<file path="config.mk">
export PLATFORM = sky130hd
export DESIGN_NAME = mpd_lane
export DESIGN_NICKNAME = d
export VERILOG_FILES = /design/src/sv/mpd_pkg.sv /design/src/sv/mpd_lane.sv
export SDC_FILE = /design/constraint.sdc
export NUM_CORES = 1
export LEC_CHECK = 0
export BUFFER_PORTS_ARGS = -buffer_cell sky130_fd_sc_hd__buf_2
export CORE_MARGIN = 4
export CORE_UTILIZATION = 40
export DETAILED_ROUTE_END_ITERATION = 6
export REMOVE_ABC_BUFFERS = 1
export SLEW_MARGIN = 10
export SYNTH_ARGS = -nofsm -noshare
export SYNTH_HDL_FRONTEND = slang
export SYNTH_SLANG_ARGS = --single-unit
</file>
<file path="constraint.sdc">
create_clock -name i_clk -period 9.4 [get_ports i_clk]
set_input_delay 0.94 -clock i_clk [delete_from_list [all_inputs] [get_ports i_clk]]
set_output_delay 0.94 -clock i_clk [all_outputs]
set_load 0.005 [all_outputs]
</file>
<file path="src/sv/mpd_pkg.sv">
`timescale 1ns / 1ps
`default_nettype none
// ----------------------------------------------------------------------------
// mpd_pkg: shared constants, types and helpers of the masked pose distance
// Fixed-point constants for pi, result and sum widths, stage counts and
// configuration register indexes.
// ----------------------------------------------------------------------------
package mpd_pkg;

    localparam int COORD_WIDTH_DEF = 24;
    localparam int FRAC_BITS_DEF   = 16;

    localparam int NUM_AXES   = 6;
    localparam int NUM_LINEAR = 3;

    localparam int DIST_WIDTH = 26;
    localparam int SQ_WIDTH   = 2 * DIST_WIDTH;
    localparam int SUM_WIDTH  = SQ_WIDTH + 3;

    localparam logic [DIST_WIDTH-1:0] DIST_MAX = '1;

    localparam int LANE_STAGES  = 6;
    localparam int MERGE_STAGES = 2;
    localparam int SQRT_STAGES  = DIST_WIDTH;
    localparam int NUM_STAGES   = LANE_STAGES + MERGE_STAGES + SQRT_STAGES;

    localparam int CFG_IDX_WIDTH = 3;

    localparam logic [CFG_IDX_WIDTH-1:0] REG_TARGET_X     = 3'd0;
    localparam logic [CFG_IDX_WIDTH-1:0] REG_TARGET_Y     = 3'd1;
    localparam logic [CFG_IDX_WIDTH-1:0] REG_TARGET_Z     = 3'd2;
    localparam logic [CFG_IDX_WIDTH-1:0] REG_TARGET_ALPHA = 3'd3;
    localparam logic [CFG_IDX_WIDTH-1:0] REG_TARGET_BETA  = 3'd4;
    localparam logic [CFG_IDX_WIDTH-1:0] REG_TARGET_GAMMA = 3'd5;
    localparam logic [CFG_IDX_WIDTH-1:0] REG_AXIS_MASK    = 3'd6;

    localparam logic [NUM_AXES-1:0] AXIS_MASK_RESET = '1;

    // pi with 60 fractional bits
    localparam logic [63:0] PI_Q60 = 64'h3243F6A8885A308D;

    typedef logic [DIST_WIDTH-1:0] t_dist;
    typedef logic [SQ_WIDTH-1:0]   t_sq;
    typedef logic [SUM_WIDTH-1:0]  t_sum;

    // pi rounded to nearest at the given number of fractional bits
    function automatic logic [63:0] pi_fx(input int frac);
        return (PI_Q60 + (64'd1 << (59 - frac))) >> (60 - frac);
    endfunction

    // two pi rounded to nearest on its own
    function automatic logic [63:0] two_pi_fx(input int frac);
        return ((PI_Q60 << 1) + (64'd1 << (59 - frac))) >> (60 - frac);
    endfunction

endpackage
`default_nettype wire

</file>
<file path="src/sv/mpd_lane.sv">
`timescale 1ns / 1ps
`default_nettype none
// ----------------------------------------------------------------------------
// mpd_lane: per-axis error and square
// Absolute difference against the target, optional angle wrap into 0..pi,
// then the masked square. Six register stages, one shared enable.
// ----------------------------------------------------------------------------
module mpd_lane #(
    parameter int COORD_WIDTH = mpd_pkg::COORD_WIDTH_DEF,
    parameter int FRAC_BITS   = mpd_pkg::FRAC_BITS_DEF,
    parameter bit ANGULAR     = 1'b0
) (
    input  wire                          i_clk,
    input  wire                          i_en,
    input  wire signed [COORD_WIDTH-1:0] i_pose,
    input  wire signed [COORD_WIDTH-1:0] i_target,
    input  wire                          i_axis_on,
    output mpd_pkg::t_sq                 o_sq,
    output logic                         o_over
);
    localparam int CW = COORD_WIDTH;
    localparam int TW = FRAC_BITS + 3;
    localparam int MW = (CW > TW) ? CW : TW;
    localparam int XW = (CW > mpd_pkg::DIST_WIDTH) ? CW : mpd_pkg::DIST_WIDTH;

    // stage 0: absolute difference
    logic signed [CW:0] w_diff;
    logic signed [CW:0] w_abs;
    logic [CW-1:0]      r_d0;

    assign w_diff = $signed({i_pose[CW-1], i_pose}) - $signed({i_target[CW-1], i_target});
    assign w_abs  = w_diff[CW] ? -w_diff : w_diff;

    always_ff @(posedge i_clk) begin
        if (i_en) begin
            r_d0 <= w_abs[CW-1:0];
        end
    end

    // stages 1 to 4: angle reduction, or plain delay on a linear axis
    logic [CW-1:0] r_d4;

    if (ANGULAR) begin : g_angle
        localparam logic [63:0] PI_L    = mpd_pkg::pi_fx(FRAC_BITS);
        localparam logic [63:0] TWO_PI  = mpd_pkg::two_pi_fx(FRAC_BITS);
        localparam logic [63:0] RECIP   = (64'd1 << CW) / TWO_PI;
        localparam logic [CW-1:0] RECIP_C = RECIP[CW-1:0];
        localparam logic [TW-1:0] TWO_PI_C = TWO_PI[TW-1:0];
        localparam logic [MW-1:0] TWO_PI_M = TWO_PI[MW-1:0];
        localparam logic [MW-1:0] PI_M     = PI_L[MW-1:0];

        logic [2*CW-1:0]    w_prod;
        logic [CW+TW-1:0]   w_qt;
        logic [CW-1:0]      w_rem;
        logic [MW-1:0]      w_rem_m;
        logic [MW-1:0]      w_m_ext;
        logic signed [MW:0] w_off;
        logic signed [MW:0] w_off_abs;
        logic signed [MW:0] w_fold;
        logic [CW-1:0]      r_d1;
        logic [CW-1:0]      r_q1;
        logic [CW-1:0]      r_d2;
        logic [CW-1:0]      r_qt2;
        logic [CW-1:0]      r_m3;

        // quotient estimate, never above the true quotient and at most one below
        assign w_prod = {{CW{1'b0}}, r_d0} * {{CW{1'b0}}, RECIP_C};
        assign w_qt   = {{TW{1'b0}}, r_q1} * {{CW{1'b0}}, TWO_PI_C};

        // remainder lands in 0..2*two_pi; one subtract corrects it
        assign w_rem   = r_d2 - r_qt2;
        assign w_rem_m = MW'(w_rem);

        // fold into 0..pi
        assign w_m_ext   = MW'(r_m3);
        assign w_off     = $signed({1'b0, w_m_ext}) - $signed({1'b0, PI_M});
        assign w_off_abs = w_off[MW] ? -w_off : w_off;
        assign w_fold    = $signed({1'b0, PI_M}) - w_off_abs;

        always_ff @(posedge i_clk) begin
            if (i_en) begin
                r_d1  <= r_d0;
                r_q1  <= w_prod[2*CW-1:CW];
                r_d2  <= r_d1;
                r_qt2 <= w_qt[CW-1:0];
                r_m3  <= (w_rem_m >= TWO_PI_M) ? CW'(w_rem_m - TWO_PI_M) : w_rem;
                r_d4  <= w_fold[CW-1:0];
            end
        end
    end else begin : g_linear
        logic [CW-1:0] r_d1;
        logic [CW-1:0] r_d2;
        logic [CW-1:0] r_d3;

        // match the latency of the angle path
        always_ff @(posedge i_clk) begin
            if (i_en) begin
                r_d1 <= r_d0;
                r_d2 <= r_d1;
                r_d3 <= r_d2;
                r_d4 <= r_d3;
            end
        end
    end

    // stage 5: overflow check and masked square
    logic [XW-1:0]                   w_dx;
    logic                            w_over;
    logic [mpd_pkg::DIST_WIDTH-1:0]  w_d26;

    assign w_dx   = XW'(r_d4);
    assign w_over = w_dx > XW'(mpd_pkg::DIST_MAX);
    assign w_d26  = w_dx[mpd_pkg::DIST_WIDTH-1:0];

    always_ff @(posedge i_clk) begin
        if (i_en) begin
            o_over <= i_axis_on && w_over;
            o_sq   <= (i_axis_on && !w_over)
                      ? {{mpd_pkg::DIST_WIDTH{1'b0}}, w_d26} * {{mpd_pkg::DIST_WIDTH{1'b0}}, w_d26}
                      : '0;
        end
    end
endmodule
`default_nettype wire

</file>
==> results of run 1 <==
path summary, 6_finish.rpt:
path | start | endpoint | slack, ns
min | g_linear.r_d3[13] | r_d4[13] | 0.41
min reg2reg | g_linear.r_d3[13] | r_d4[13] | 0.41
max reg2reg | r_d4[3] | o_sq[41] | 0.89
max | r_d4[3] | o_sq[41] | 0.89
per-layer routing:
layer  vias to the layer above  GRT usage (%)  share of wire [%]  wire length (um)
met2                       375           29.5                 49             25300
met3                        71           2.80                5.0              2610
met4                         0           4.98                2.3              1170
met5                         -              0                  0                 0
li1                       7230              -                  -                 -
met1                      7743           22.9                 44             22900
cell usage after synthesis, drive strengths merged (5+ instances only):
cell type  count  area, um^2
nand4         11        68.8
nor3          14        75.1
nor2          90         338
ha           201        2510
and2         124         776
a211o          5        43.8
clkbuf        71         267
o21a           5        37.5
inv          634        2380
nand3         16        85.1
edfxtp       167        5010
o21ai         36         184
xnor2         49         429
buf           12        81.3
o31ai          7        62.6
and3          10        65.1
a211oi         8        65.1
mux2i          5        50.1
a31oi         11        68.8
a21o          33         249
o211ai         7        52.6
nor2b          9        56.3
nand2b         9        56.3
a21oi         66         330
fa           424        8490
nand2        189         709
o21bai        11        82.6
xor2          35         307
cell families after synthesis:
kind of cell	share of synthesized area [%]
AO/OA/AOI/OAI	6.89
AND/OR/NAND/NOR	10.3
other	0.0159
flip-flops	21.3
XOR/XNOR	3.12
buffers and inverters	11.6
multiplexers	0.260
adder cells (fa/ha/maj)	46.6
stage by stage:
step	hold slack [ns]	setup slack [ns]	utilization, %
finish	0.413	0.892	43.8
global route	0.416	0.567	43.8
CTS	0.414	1.04	43.8
detailed placement	0.405	1.06	42.7
global placement	0.402	1.15	42.7
floorplan	0.400	2.28	-
worst max-delay path, cell delays in order, from the launching register on:
cell                       delay, ns
sky130_fd_sc_hd__edfxtp_1       1.18
sky130_fd_sc_hd__nand2_1        0.29
sky130_fd_sc_hd__fa_1           0.58
sky130_fd_sc_hd__inv_1          0.05
sky130_fd_sc_hd__fa_1           0.47
sky130_fd_sc_hd__fa_1           0.56
sky130_fd_sc_hd__inv_1          0.06
sky130_fd_sc_hd__fa_1           0.49
sky130_fd_sc_hd__inv_1          0.05
sky130_fd_sc_hd__fa_1           0.49
sky130_fd_sc_hd__fa_1           0.49
sky130_fd_sc_hd__inv_1          0.05
sky130_fd_sc_hd__fa_1           0.47
sky130_fd_sc_hd__inv_1          0.04
sky130_fd_sc_hd__ha_1           0.36
sky130_fd_sc_hd__a21o_1         0.19
sky130_fd_sc_hd__a211o_1        0.32
sky130_fd_sc_hd__a311o_1        0.33
sky130_fd_sc_hd__o21ai_1        0.37
sky130_fd_sc_hd__o211a_1        0.49
sky130_fd_sc_hd__o21ai_1        0.27
sky130_fd_sc_hd__a311oi_1       0.39
sky130_fd_sc_hd__xor2_1         0.19
sky130_fd_sc_hd__nor2_1         0.06
sequential cells by signal, summed over array words and instances, names as in the netlist:
name           count
g_linear.r_d1     24
g_linear.r_d2     24
g_linear.r_d3     24
o_sq              47
r_d0              24
r_d4              24
layout make-up:
type / count / share of cell area (%)
sequential: 167 / 19.7
timing repair buffer: 108 / 2.26
clock inverter: 15 / 0.690
tap: 765 / 3.77
multi-input combinational: 1449 / 62.5
inverter: 634 / 9.37
clock buffer: 17 / 1.67
==> impl_summary.md, run 1 <==
Clock network
The clock reaches the later pin of the worst-skew pair after 0.47 ns. The clock-pin slew of the registers on the worst-case setup and hold paths is 0.08 ns. The post-CTS repair timing setup buffer count is 0. The CTS tree is done. The depth of the CTS H-tree is 4. The number of gates given a new drive strength after cts is 0. In this run, CTS created clock tree buffers numbering 17. The root buffer cell chosen for the clock tree is sky130_fd_sc_hd__clkbuf_16. After clock tree synthesis, the flow added hold-fix buffers numbering 0. The total number of clock tree sinks is 167. Counting along the longest clock path gives a buffer depth of 2.

Synthesis
The synthesized design contains 167 register bits. The average instance in the mapped netlist occupies 10.1 um^2. The synthesized netlist occupies a cell area of 23,600 um^2.

The most used flip-flop cell after synthesis is sky130_fd_sc_hd__edfxtp_1. In this run, synthesis inferred 167 flip-flops with an integrated enable. The Yosys warning count is 0. The share of the Yosys chip area taken by registers is 21.3%. Of all flip-flops after synthesis, the portion carrying an async set or reset was 0%.

Counting every instance in the synthesized netlist gives 2,328. After synthesis, the netlist uses 76 different library cells.

Run
The max-cap violation count is 0.

STA
Static timing analysis puts the maximum clock frequency at 118 MHz. The final critical path takes up 90.5% of the cycle. After routing, the total negative slack on setup checks comes to 0 ns.

The count of pins over their slew limit is 0. Measured against its own limit, the worst slew margin works out to 17.1%. The transition at the pin with the smallest max-transition slack is 1.24 ns.

Setup violations remaining at the end of the flow were counted as 0. On the final layout, the worst clock skew is 0.0224 ns. The minimum clock period after layout is 8.51 ns. The hold violation total from the final report is 0. Setup repair after global routing left no endpoint under its margin.

Global routing
The global routing usage summed across all routing layers is 17.3%. The wire length of the first global-routing pass is 88.0 mm. The via count of the first global-routing pass came to 17,200.

The number of antenna violations at the first check in global routing is 0. The maximum number of pins on one net before global-route repair is 106. The final global-route overflow total is 0.

Final layout
The layout filler cell count is 5,540. The area of all placed cells without fillers is 25,400 um^2. The sequential cells in the finished layout cover a total of 5010 um^2. The multi-input combinational cells in the finished layout cover a total of 15,900 um^2. The antenna diode count is 0. The filler-free cell count of the finished design is 3,155. Cells with a size suffix above 1 make up 6.99% of the layout.

The post-layout net count is 3,053. The area growth from synthesis to layout is 7.64%. In the layout the commonest cells are sky130_fd_sc_hd__inv_1 (634), sky130_fd_sc_hd__fa_1 (424), sky130_fd_sc_hd__ha_1 (201), sky130_fd_sc_hd__nand2_1 (189), sky130_fd_sc_hd__edfxtp_1 (167). The most frequent standard cell in the layout excluding fill and tap cells is sky130_fd_sc_hd__inv_1.

Route
The average wire length per cell after detail routing is 16.5 um. The post-detailed-routing wire length is 52.0 mm. The detail route stage leaves a number of antenna-violating nets equal to 0. In this run, the number of DRC markers left after iteration 0 of detailed routing was 807. The detailed router placed 15,400 vias in this run.

The final routed DRC violation total is 0. Dividing the detail-routed via count by the number of cells gives 4.89. The number of optimization iterations in the first detailed-route pass is 5.

Hold path
The cell depth of the worst hold path is 0. The type of the most critical hold path is flip-flop to flip-flop.

Placed design
Including well taps, the total number of placed cells is 3,123. The congestion estimate from routability-driven global placement came to 0.893. Summing all placed instances gives a cell area of 24,800 um^2. The HPWL after detailed placement is 42.7 mm. Buffers placed on the I/O ports in this run total 97.

Floorplanning
The die area is 62,900 um^2. The initial utilization of the core area, before any placement, comes to 40.7%. The die outline height is 251 um. The area inside the core boundary is 58,000 um^2.

In this run the count of I/O pins placed on the die edge is 104. The die is 251 um wide. The number of cell rows is 88.

Critical path
By startpoint and endpoint, the worst setup path is classified as flip-flop to flip-flop. For the worst setup path, the data arrival time is 8.71 ns. Data on the critical path is required at its endpoint by 9.61 ns.

In this run the worst path has a maximum fanout of 25. The critical path endpoint category is a flip-flop. STA classifies the critical path startpoint as a flip-flop. The number of cells on the worst reg-to-reg path is 23.

Outcome
The run finished with clean final reports.
Power of run 1 is not shown: default switching activity piles up to over one toggle a cycle in this logic, so the estimate is an artifact.
==> run 2, diff against run 1 <==
--- a/config.mk
+++ b/config.mk
@@ -5,10 +5,11 @@
 export SDC_FILE = /design/constraint.sdc
 export NUM_CORES = 1
 export LEC_CHECK = 0
-export BUFFER_PORTS_ARGS = -buffer_cell sky130_fd_sc_hd__buf_2
 export CORE_MARGIN = 4
 export CORE_UTILIZATION = 40
+export CTS_BUF_LIST = sky130_fd_sc_hd__clkbuf_8
 export DETAILED_ROUTE_END_ITERATION = 6
+export DONT_BUFFER_PORTS = 1
 export REMOVE_ABC_BUFFERS = 1
 export SLEW_MARGIN = 10
 export SYNTH_ARGS = -nofsm -noshare
==> impl_summary.md, run 2 (synthesis gave the netlist of run 1 again) <==
Global routing
The final global-route overflow total came to 0 (unchanged). The wire length of the first global-routing pass is 86.2 mm (-2.1%). The global routing usage summed across all routing layers came to 16.7% (-0.52 points). The via count of the first global-routing pass is 16,900 (-1.8%). The number of antenna violations at the first check in global routing is 0 (unchanged). The maximum number of pins on one net before global-route repair is 168 (+58%).

Placed design
The placer's final routability congestion estimate is 0.889 (-0.48%). The HPWL after detailed placement is 42.1 mm (-1.4%). The number of buffers added on ports is 0 (-100%).

STA
The final total negative setup slack was 0 ns (unchanged). The maximum clock rate is 120 MHz (+2.5%). The worst setup skew after layout came to 0.0222 ns (-0.000201 ns).

Setup repair after global routing left no endpoint under its margin. The headroom to the max-slew limit is 20.7% (+3.6 points). The hold violation total from the final report is 0 (unchanged). The count of pins over their slew limit was 0 (unchanged). The share of the cycle needed by the critical path after routing is 88.3% (-2.2 points). The transition at the pin with the smallest max-transition slack is 1.19 ns (-0.0540 ns).

The minimum clock period after layout is 8.30 ns (-0.206 ns). The number of failing setup endpoints in the final timing report was 0 (unchanged).

Final layout
The layout filler cell count came to 5,510 (-0.54%). The area growth from synthesis to layout is 4.89%. The post-layout net count is 2,963 (-2.9%). The total area of sequential cells is 5010 um^2 (unchanged). The antenna diode count is 0 (unchanged). The proportion of layout cells with a drive suffix above 1 is 3.30% (-3.7 points). In the layout the commonest cells are sky130_fd_sc_hd__inv_1 (634), sky130_fd_sc_hd__fa_1 (424), sky130_fd_sc_hd__ha_1 (201), sky130_fd_sc_hd__nand2_1 (189), sky130_fd_sc_hd__edfxtp_1 (167).

Counting flops per register, the top entry is o_sq. The multi-input combinational cell area is 15,900 um^2 (unchanged). The most frequent standard cell in the layout excluding fill and tap cells is sky130_fd_sc_hd__inv_1.

The flip-flop count of the largest register, all copies and words added is 47 (unchanged).

Hold path
The worst hold path belongs to the class flip-flop to flip-flop. The startpoint of the worst hold path is g_linear.r_d2[15].

Floorplanning
The top-level I/O count was 104 (unchanged). The die area came to 62,900 um^2 (unchanged). The area inside the core boundary came to 58,000 um^2 (unchanged). The die outline height is 251 um (unchanged). The chip width is 251 um (unchanged). The starting utilization of the core area is 40.7% (unchanged). The number of cell rows was 88 (unchanged).

Clock network
The depth of the CTS H-tree was 4 (unchanged). The CTS tree is done. The count of hold-fix buffers inserted at cts came to 0 (unchanged).

The total number of clock tree sinks is 167 (unchanged). The number of buffers inserted during clock tree synthesis was 17 (unchanged). The maximum clock path buffer count came to 2 (unchanged).

The clock-pin slew of the registers on the worst-case setup and hold paths is 0.11 ns (+0.03 ns). The clock insertion delay at the later pin of the skew report is 0.48 ns (about the same). The number of gates given a new drive strength after cts came to 0 (unchanged). The post-CTS repair timing setup buffer count was 0 (unchanged). The cell sitting at the root of the clock tree is a sky130_fd_sc_hd__clkbuf_8.

Route
The post-detailed-route via-to-cell ratio is 4.90 (+0.20%). The post-detailed-routing wire length is 50.6 mm (-2.7%). The number of optimization iterations in the first detailed-route pass came to 5 (unchanged). The average wire length per cell after detail routing was 16.5 um (+0.17%).

The total number of vias is 15,000 (-2.7%). The final routed DRC violation total is 0 (unchanged). The residual antenna-violating net count after detailed routing is 0 (unchanged). The violation count after the first detailed-routing iteration is 827 (+2.5%).

Critical path
The signal arrival time at the worst endpoint is 8.64 ns (-0.07 ns). The maximum fanout along the worst path was 24 (-4.0%). The critical path is of the flip-flop to flip-flop type. The startpoint of the worst register-to-register path is r_d4[6].

The required arrival time at the worst endpoint is 9.74 ns (+0.13 ns). In this run the worst setup path begins at r_d4[6]. The element type at the critical path start is a flip-flop.

STA classifies the critical path endpoint as a flip-flop.

Outcome
The run finished with clean final reports.

Run
The max-cap violation count is 0 (unchanged).
## run 2: cell types whose count changed in the layout (fill, tap and decap cells not counted)
cell / previous run / this run
sky130_fd_sc_hd__buf_2: 96 / 0
sky130_fd_sc_hd__clkbuf_16: 17 / 0
sky130_fd_sc_hd__clkbuf_8: 0 / 17
sky130_fd_sc_hd__buf_4: 11 / 18
sky130_fd_sc_hd__clkinv_8: 5 / 3
sky130_fd_sc_hd__buf_6: 1 / 0
sky130_fd_sc_hd__clkinv_1: 0 / 1
sky130_fd_sc_hd__clkinv_2: 1 / 0
sky130_fd_sc_hd__clkinv_4: 2 / 3
sky130_fd_sc_hd__clkinvlp_4: 0 / 1
## run 2: worst max-delay path, stage by stage, from the launching register on
cell and delay, ns:
sky130_fd_sc_hd__edfxtp_1 1.15, sky130_fd_sc_hd__nand2_1 0.29, sky130_fd_sc_hd__fa_1 0.56, sky130_fd_sc_hd__inv_1 0.05, sky130_fd_sc_hd__fa_1 0.51, sky130_fd_sc_hd__inv_1 0.05, sky130_fd_sc_hd__fa_1 0.47, sky130_fd_sc_hd__inv_1 0.05
sky130_fd_sc_hd__fa_1 0.50, sky130_fd_sc_hd__inv_1 0.06, sky130_fd_sc_hd__fa_1 0.52, sky130_fd_sc_hd__inv_1 0.05, sky130_fd_sc_hd__fa_1 0.47, sky130_fd_sc_hd__inv_1 0.05, sky130_fd_sc_hd__fa_1 0.47, sky130_fd_sc_hd__inv_1 0.04
sky130_fd_sc_hd__ha_1 0.39, sky130_fd_sc_hd__a211o_1 0.31, sky130_fd_sc_hd__a41oi_2 0.24, sky130_fd_sc_hd__o21ai_2 0.15, sky130_fd_sc_hd__a2111oi_4 0.65, sky130_fd_sc_hd__o31ai_2 0.20, sky130_fd_sc_hd__a311o_2 0.44, sky130_fd_sc_hd__a221oi_2 0.27
sky130_fd_sc_hd__mux2i_1 0.22
## run 2: final cells by class
class	instances	share of cell area (%)
multi-input combinational	1449	64.1
inverter	634	9.62
timing repair buffer	18	0.546
sequential	167	20.3
clock buffer	17	0.945
clock inverter	15	0.637
tap	765	3.87
## run 2: worst paths after layout
path / endpoint / depth (start not counted) / slack (ns)
hold reg to reg: g_linear.r_d3[15] / 0 / 0.41
setup / recovery: o_sq[46] / 24 / 1.10
setup reg to reg: o_sq[46] / 24 / 1.10
hold / removal: g_linear.r_d3[15] / 0 / 0.41
## run 2: metrics by stage
stage	area (um^2)	util (%)	setup slack, ns	hold WS, ns	instances
6_report	24800	42.7	1.10	0.413	3065
5_1_grt	24800	42.7	0.656	0.420	3065
4_1_cts	24800	42.7	1.13	0.416	3065
3_5_place_dp	24400	42.0	1.13	0.405	3033
3_3_place_gp	24400	42.0	1.21	0.401	3033
2_1_floorplan	23300	-	2.28	0.400	2250
## run 2: metal layers
layer | wire length, um | up-vias | track usage [%] | share of wire [%]
li1 | - | 7036 | - | -
met1 | 22500 | 7566 | 22.3 | 44
met2 | 24500 | 342 | 28.7 | 48
met3 | 2580 | 65 | 3.02 | 5.1
met4 | 981 | 0 | 3.98 | 1.9
met5 | 0 | - | 0 | 0
Power of run 2 is left out for the same reason.
==> run 3, diff against run 2 <==
--- a/config.mk
+++ b/config.mk
@@ -6,7 +6,7 @@
 export NUM_CORES = 1
 export LEC_CHECK = 0
 export CORE_MARGIN = 4
-export CORE_UTILIZATION = 40
+export CORE_UTILIZATION = 26
 export CTS_BUF_LIST = sky130_fd_sc_hd__clkbuf_8
 export DETAILED_ROUTE_END_ITERATION = 6
 export DONT_BUFFER_PORTS = 1
==> impl_summary.md, run 3 (synthesis gave the netlist of run 1 again) <==
Outcome
The flow ran to the end, and the final reports show no timing, DRC or antenna violations.

Route
The violation count after the first detailed-routing iteration is 899 (+8.7%). The average wire length per cell after detail routing came to 15.1 um (-8.2%). The total number of vias is 15,000 (-0.060%). The residual antenna-violating net count after detailed routing is 0 (unchanged).

The met3 layer wire length in the routed design is 3.45 mm (+34%). The post-detailed-route via-to-cell ratio is 4.31 (-12%). The length of routed met2 wiring is 24.3 mm (-1.0%). The final routed DRC violation total is 0 (unchanged). The post-detailed-routing wire length is 52.7 mm (+4.1%). The length of routed wiring on met1 is 24.3 mm (+8.0%). Routed signal wires occupy layers up through met4.

The number of optimization iterations in the first detailed-route pass is 5 (unchanged).

STA
The worst setup skew after layout is 0.0434 ns (+0.0212 ns). The number of failing setup endpoints in the final timing report is 0 (unchanged). The share of the cycle needed by the critical path after routing is 87.9% (-0.43 points). The maximum clock rate came to 121 MHz (+0.49%). The headroom to the max-slew limit is 22.2% (+1.5 points). The minimum clock period after layout is 8.26 ns (-0.0403 ns). Setup repair after global routing left no endpoint under its margin. The count of pins over their slew limit is 0 (unchanged).

The hold violation total from the final report came to 0 (unchanged). The transition at the pin with the smallest max-transition slack was 1.17 ns (-0.0229 ns). The final total negative setup slack was 0 ns (unchanged).

Floorplanning
The die outline height is 309 um (+23%). The top-level I/O count is 104 (unchanged). The starting utilization of the core area is 26.2% (-14 points).

The die area is 95,600 um^2 (+52%). The number of cell rows is 110 (+25%). The chip width came to 309 um (+23%). The area inside the core boundary is 90,000 um^2 (+55%).

Clock network
TritonCTS built the clock tree. The depth of the CTS H-tree came to 4 (unchanged). The post-CTS repair timing setup buffer count was 0 (unchanged). The count of hold-fix buffers inserted at cts is 0 (unchanged). The root buffer selected by CTS is sky130_fd_sc_hd__clkbuf_8. The maximum clock path buffer count was 2 (unchanged). The total number of clock tree sinks was 167 (unchanged).

The number of gates given a new drive strength after cts is 0 (unchanged). The clock insertion delay at the later pin of the skew report is 0.52 ns (+0.04 ns). The number of buffers inserted during clock tree synthesis is 17 (unchanged). The clock-pin slew of the registers on the worst-case setup and hold paths is 0.14 ns (+0.03 ns).

Final layout
The library cells used most frequently in the layout, excluding fill and tap cells, are sky130_fd_sc_hd__inv_1 (634), sky130_fd_sc_hd__fa_1 (424), sky130_fd_sc_hd__ha_1 (201), sky130_fd_sc_hd__nand2_1 (189), sky130_fd_sc_hd__edfxtp_1 (167). More flip-flops sit in one register than any other, and that register is o_sq. The flip-flop count of the largest register, all copies and words added is 47 (unchanged). The post-layout net count was 2,963 (unchanged). From synthesis to final layout, the design area changed by 7.17%. The proportion of layout cells with a drive suffix above 1 is 3.35% (+0.043 points). Leaving out fill and tap cells, the most frequent cell in the layout is sky130_fd_sc_hd__inv_1.

Critical path
The critical path goes through nand2_1 -> fa_1 -> inv_1 -> fa_1 -> fa_1 -> inv_1 -> fa_1 -> inv_1 -> fa_1 -> fa_1 -> inv_1 -> fa_1 -> inv_1 -> ha_1 -> a21o_1 -> a211o_1 -> a311o_1 -> o21ai_1 -> o211a_1 -> o21ai_1 -> a311oi_1 -> xor2_1 -> nor2_1. The type of the worst setup path is flip-flop to flip-flop. Counting stages on the worst path, the most repeated cell is sky130_fd_sc_hd__fa_1. The register-to-register setup slack came to 1.14 ns (+0.04 ns). The slowest stage of the critical path is the sky130_fd_sc_hd__edfxtp_1 cell. The worst setup path is launched from a flip-flop. The required arrival time at the worst endpoint is 9.67 ns (-0.07 ns). The critical path endpoint category is a flip-flop. The largest delay contributor family on the critical path is adder cells.

The maximum fanout along the worst path is 24 (unchanged). The number of buffer and inverter stages on the critical path was 5 (-2). The delay of the slowest cell on the worst path came to 1.14 ns (about the same). The signal arrival time at the worst endpoint is 8.53 ns (-0.11 ns).

Run
The max-cap violation count is 0 (unchanged).

Placed design
The number of buffers added on ports was 0 (unchanged). The placer's final routability congestion estimate is 0.862 (-3.1%). The HPWL after detailed placement is 43.4 mm (+3.2%).

Global routing
The final global-route overflow total is 0 (unchanged). The wire length of the first global-routing pass is 87.9 mm (+2.0%). The maximum number of pins on one net before global-route repair came to 168 (unchanged). The number of antenna violations at the first check in global routing came to 2 (+2). The via count of the first global-routing pass is 16,200 (-3.7%). The global routing usage summed across all routing layers was 11.6% (-5.2 points).

Hold path
The type of the most critical hold path is flip-flop to flip-flop.
## run 3: changes by cell type in the layout (fill, tap and decap cells not counted)
| cell | change |
|---|---|
| sky130_fd_sc_hd__clkinv_1 | -1 |
| sky130_fd_sc_hd__clkinv_4 | +1 |
| sky130_fd_sc_hd__clkinv_8 | +2 |
| sky130_fd_sc_hd__diode_2 | +1 |
| sky130_fd_sc_hd__inv_6 | -2 |
## run 3: worst paths after layout
kind                                   startpoint  endpoint  depth (start not counted)
worst min register to register  g_linear.r_d3[15]  r_d4[15]                          0
worst max register to register            r_d4[2]  o_sq[41]                         23
worst min-delay path            g_linear.r_d3[15]  r_d4[15]                          0
worst max-delay path                      r_d4[2]  o_sq[41]                         23
## run 3: per-layer routing
layer | GRT usage [%] | vias up
li1 | - | 7032
met1 | 16.0 | 7571
met2 | 19.0 | 349
met3 | 2.42 | 48
met4 | 2.13 | 0
met5 | 0 | -
## run 3: cell type report
cell class                 count  area (um^2)
antenna                        1         2.50
clock buffer                  17          234
clock inverter                15          178
fill                        9486        64700
inverter                     634         2380
multi-input combinational   1449        15900
sequential                   167         5010
tap                         1176         1470
timing repair buffer          18          135
## run 3: worst reg2reg max path, stage by stage, from the launching register on
cell,delay [ns]
sky130_fd_sc_hd__edfxtp_1,1.14
sky130_fd_sc_hd__nand2_1,0.26
sky130_fd_sc_hd__fa_1,0.55
sky130_fd_sc_hd__inv_1,0.06
sky130_fd_sc_hd__fa_1,0.50
sky130_fd_sc_hd__fa_1,0.55
sky130_fd_sc_hd__inv_1,0.05
sky130_fd_sc_hd__fa_1,0.50
sky130_fd_sc_hd__inv_1,0.06
sky130_fd_sc_hd__fa_1,0.49
sky130_fd_sc_hd__fa_1,0.50
sky130_fd_sc_hd__inv_1,0.05
sky130_fd_sc_hd__fa_1,0.47
sky130_fd_sc_hd__inv_1,0.04
sky130_fd_sc_hd__ha_1,0.36
sky130_fd_sc_hd__a21o_1,0.19
sky130_fd_sc_hd__a211o_1,0.31
sky130_fd_sc_hd__a311o_1,0.32
sky130_fd_sc_hd__o21ai_1,0.29
sky130_fd_sc_hd__o211a_1,0.45
sky130_fd_sc_hd__o21ai_1,0.25
sky130_fd_sc_hd__a311oi_1,0.36
sky130_fd_sc_hd__xor2_1,0.20
sky130_fd_sc_hd__nor2_1,0.05
## run 3: metrics by stage
| stage | cell area (um^2) | setup slack, ns | hold slack [ns] | util (%) | std cells |
|---|---|---|---|---|---|
| 2_1_floorplan | 23300 | 2.28 | 0.400 | - | 2250 |
| 3_3_place_gp | 24900 | 1.28 | 0.400 | 27.6 | 3444 |
| 3_5_place_dp | 24900 | 1.22 | 0.405 | 27.6 | 3444 |
| 4_1_cts | 25300 | 1.17 | 0.389 | 28.1 | 3476 |
| 5_1_grt | 25300 | 0.755 | 0.402 | 28.1 | 3477 |
| 6_report | 25300 | 1.14 | 0.384 | 28.1 | 3477 |
Power of run 3 is left out for the same reason.
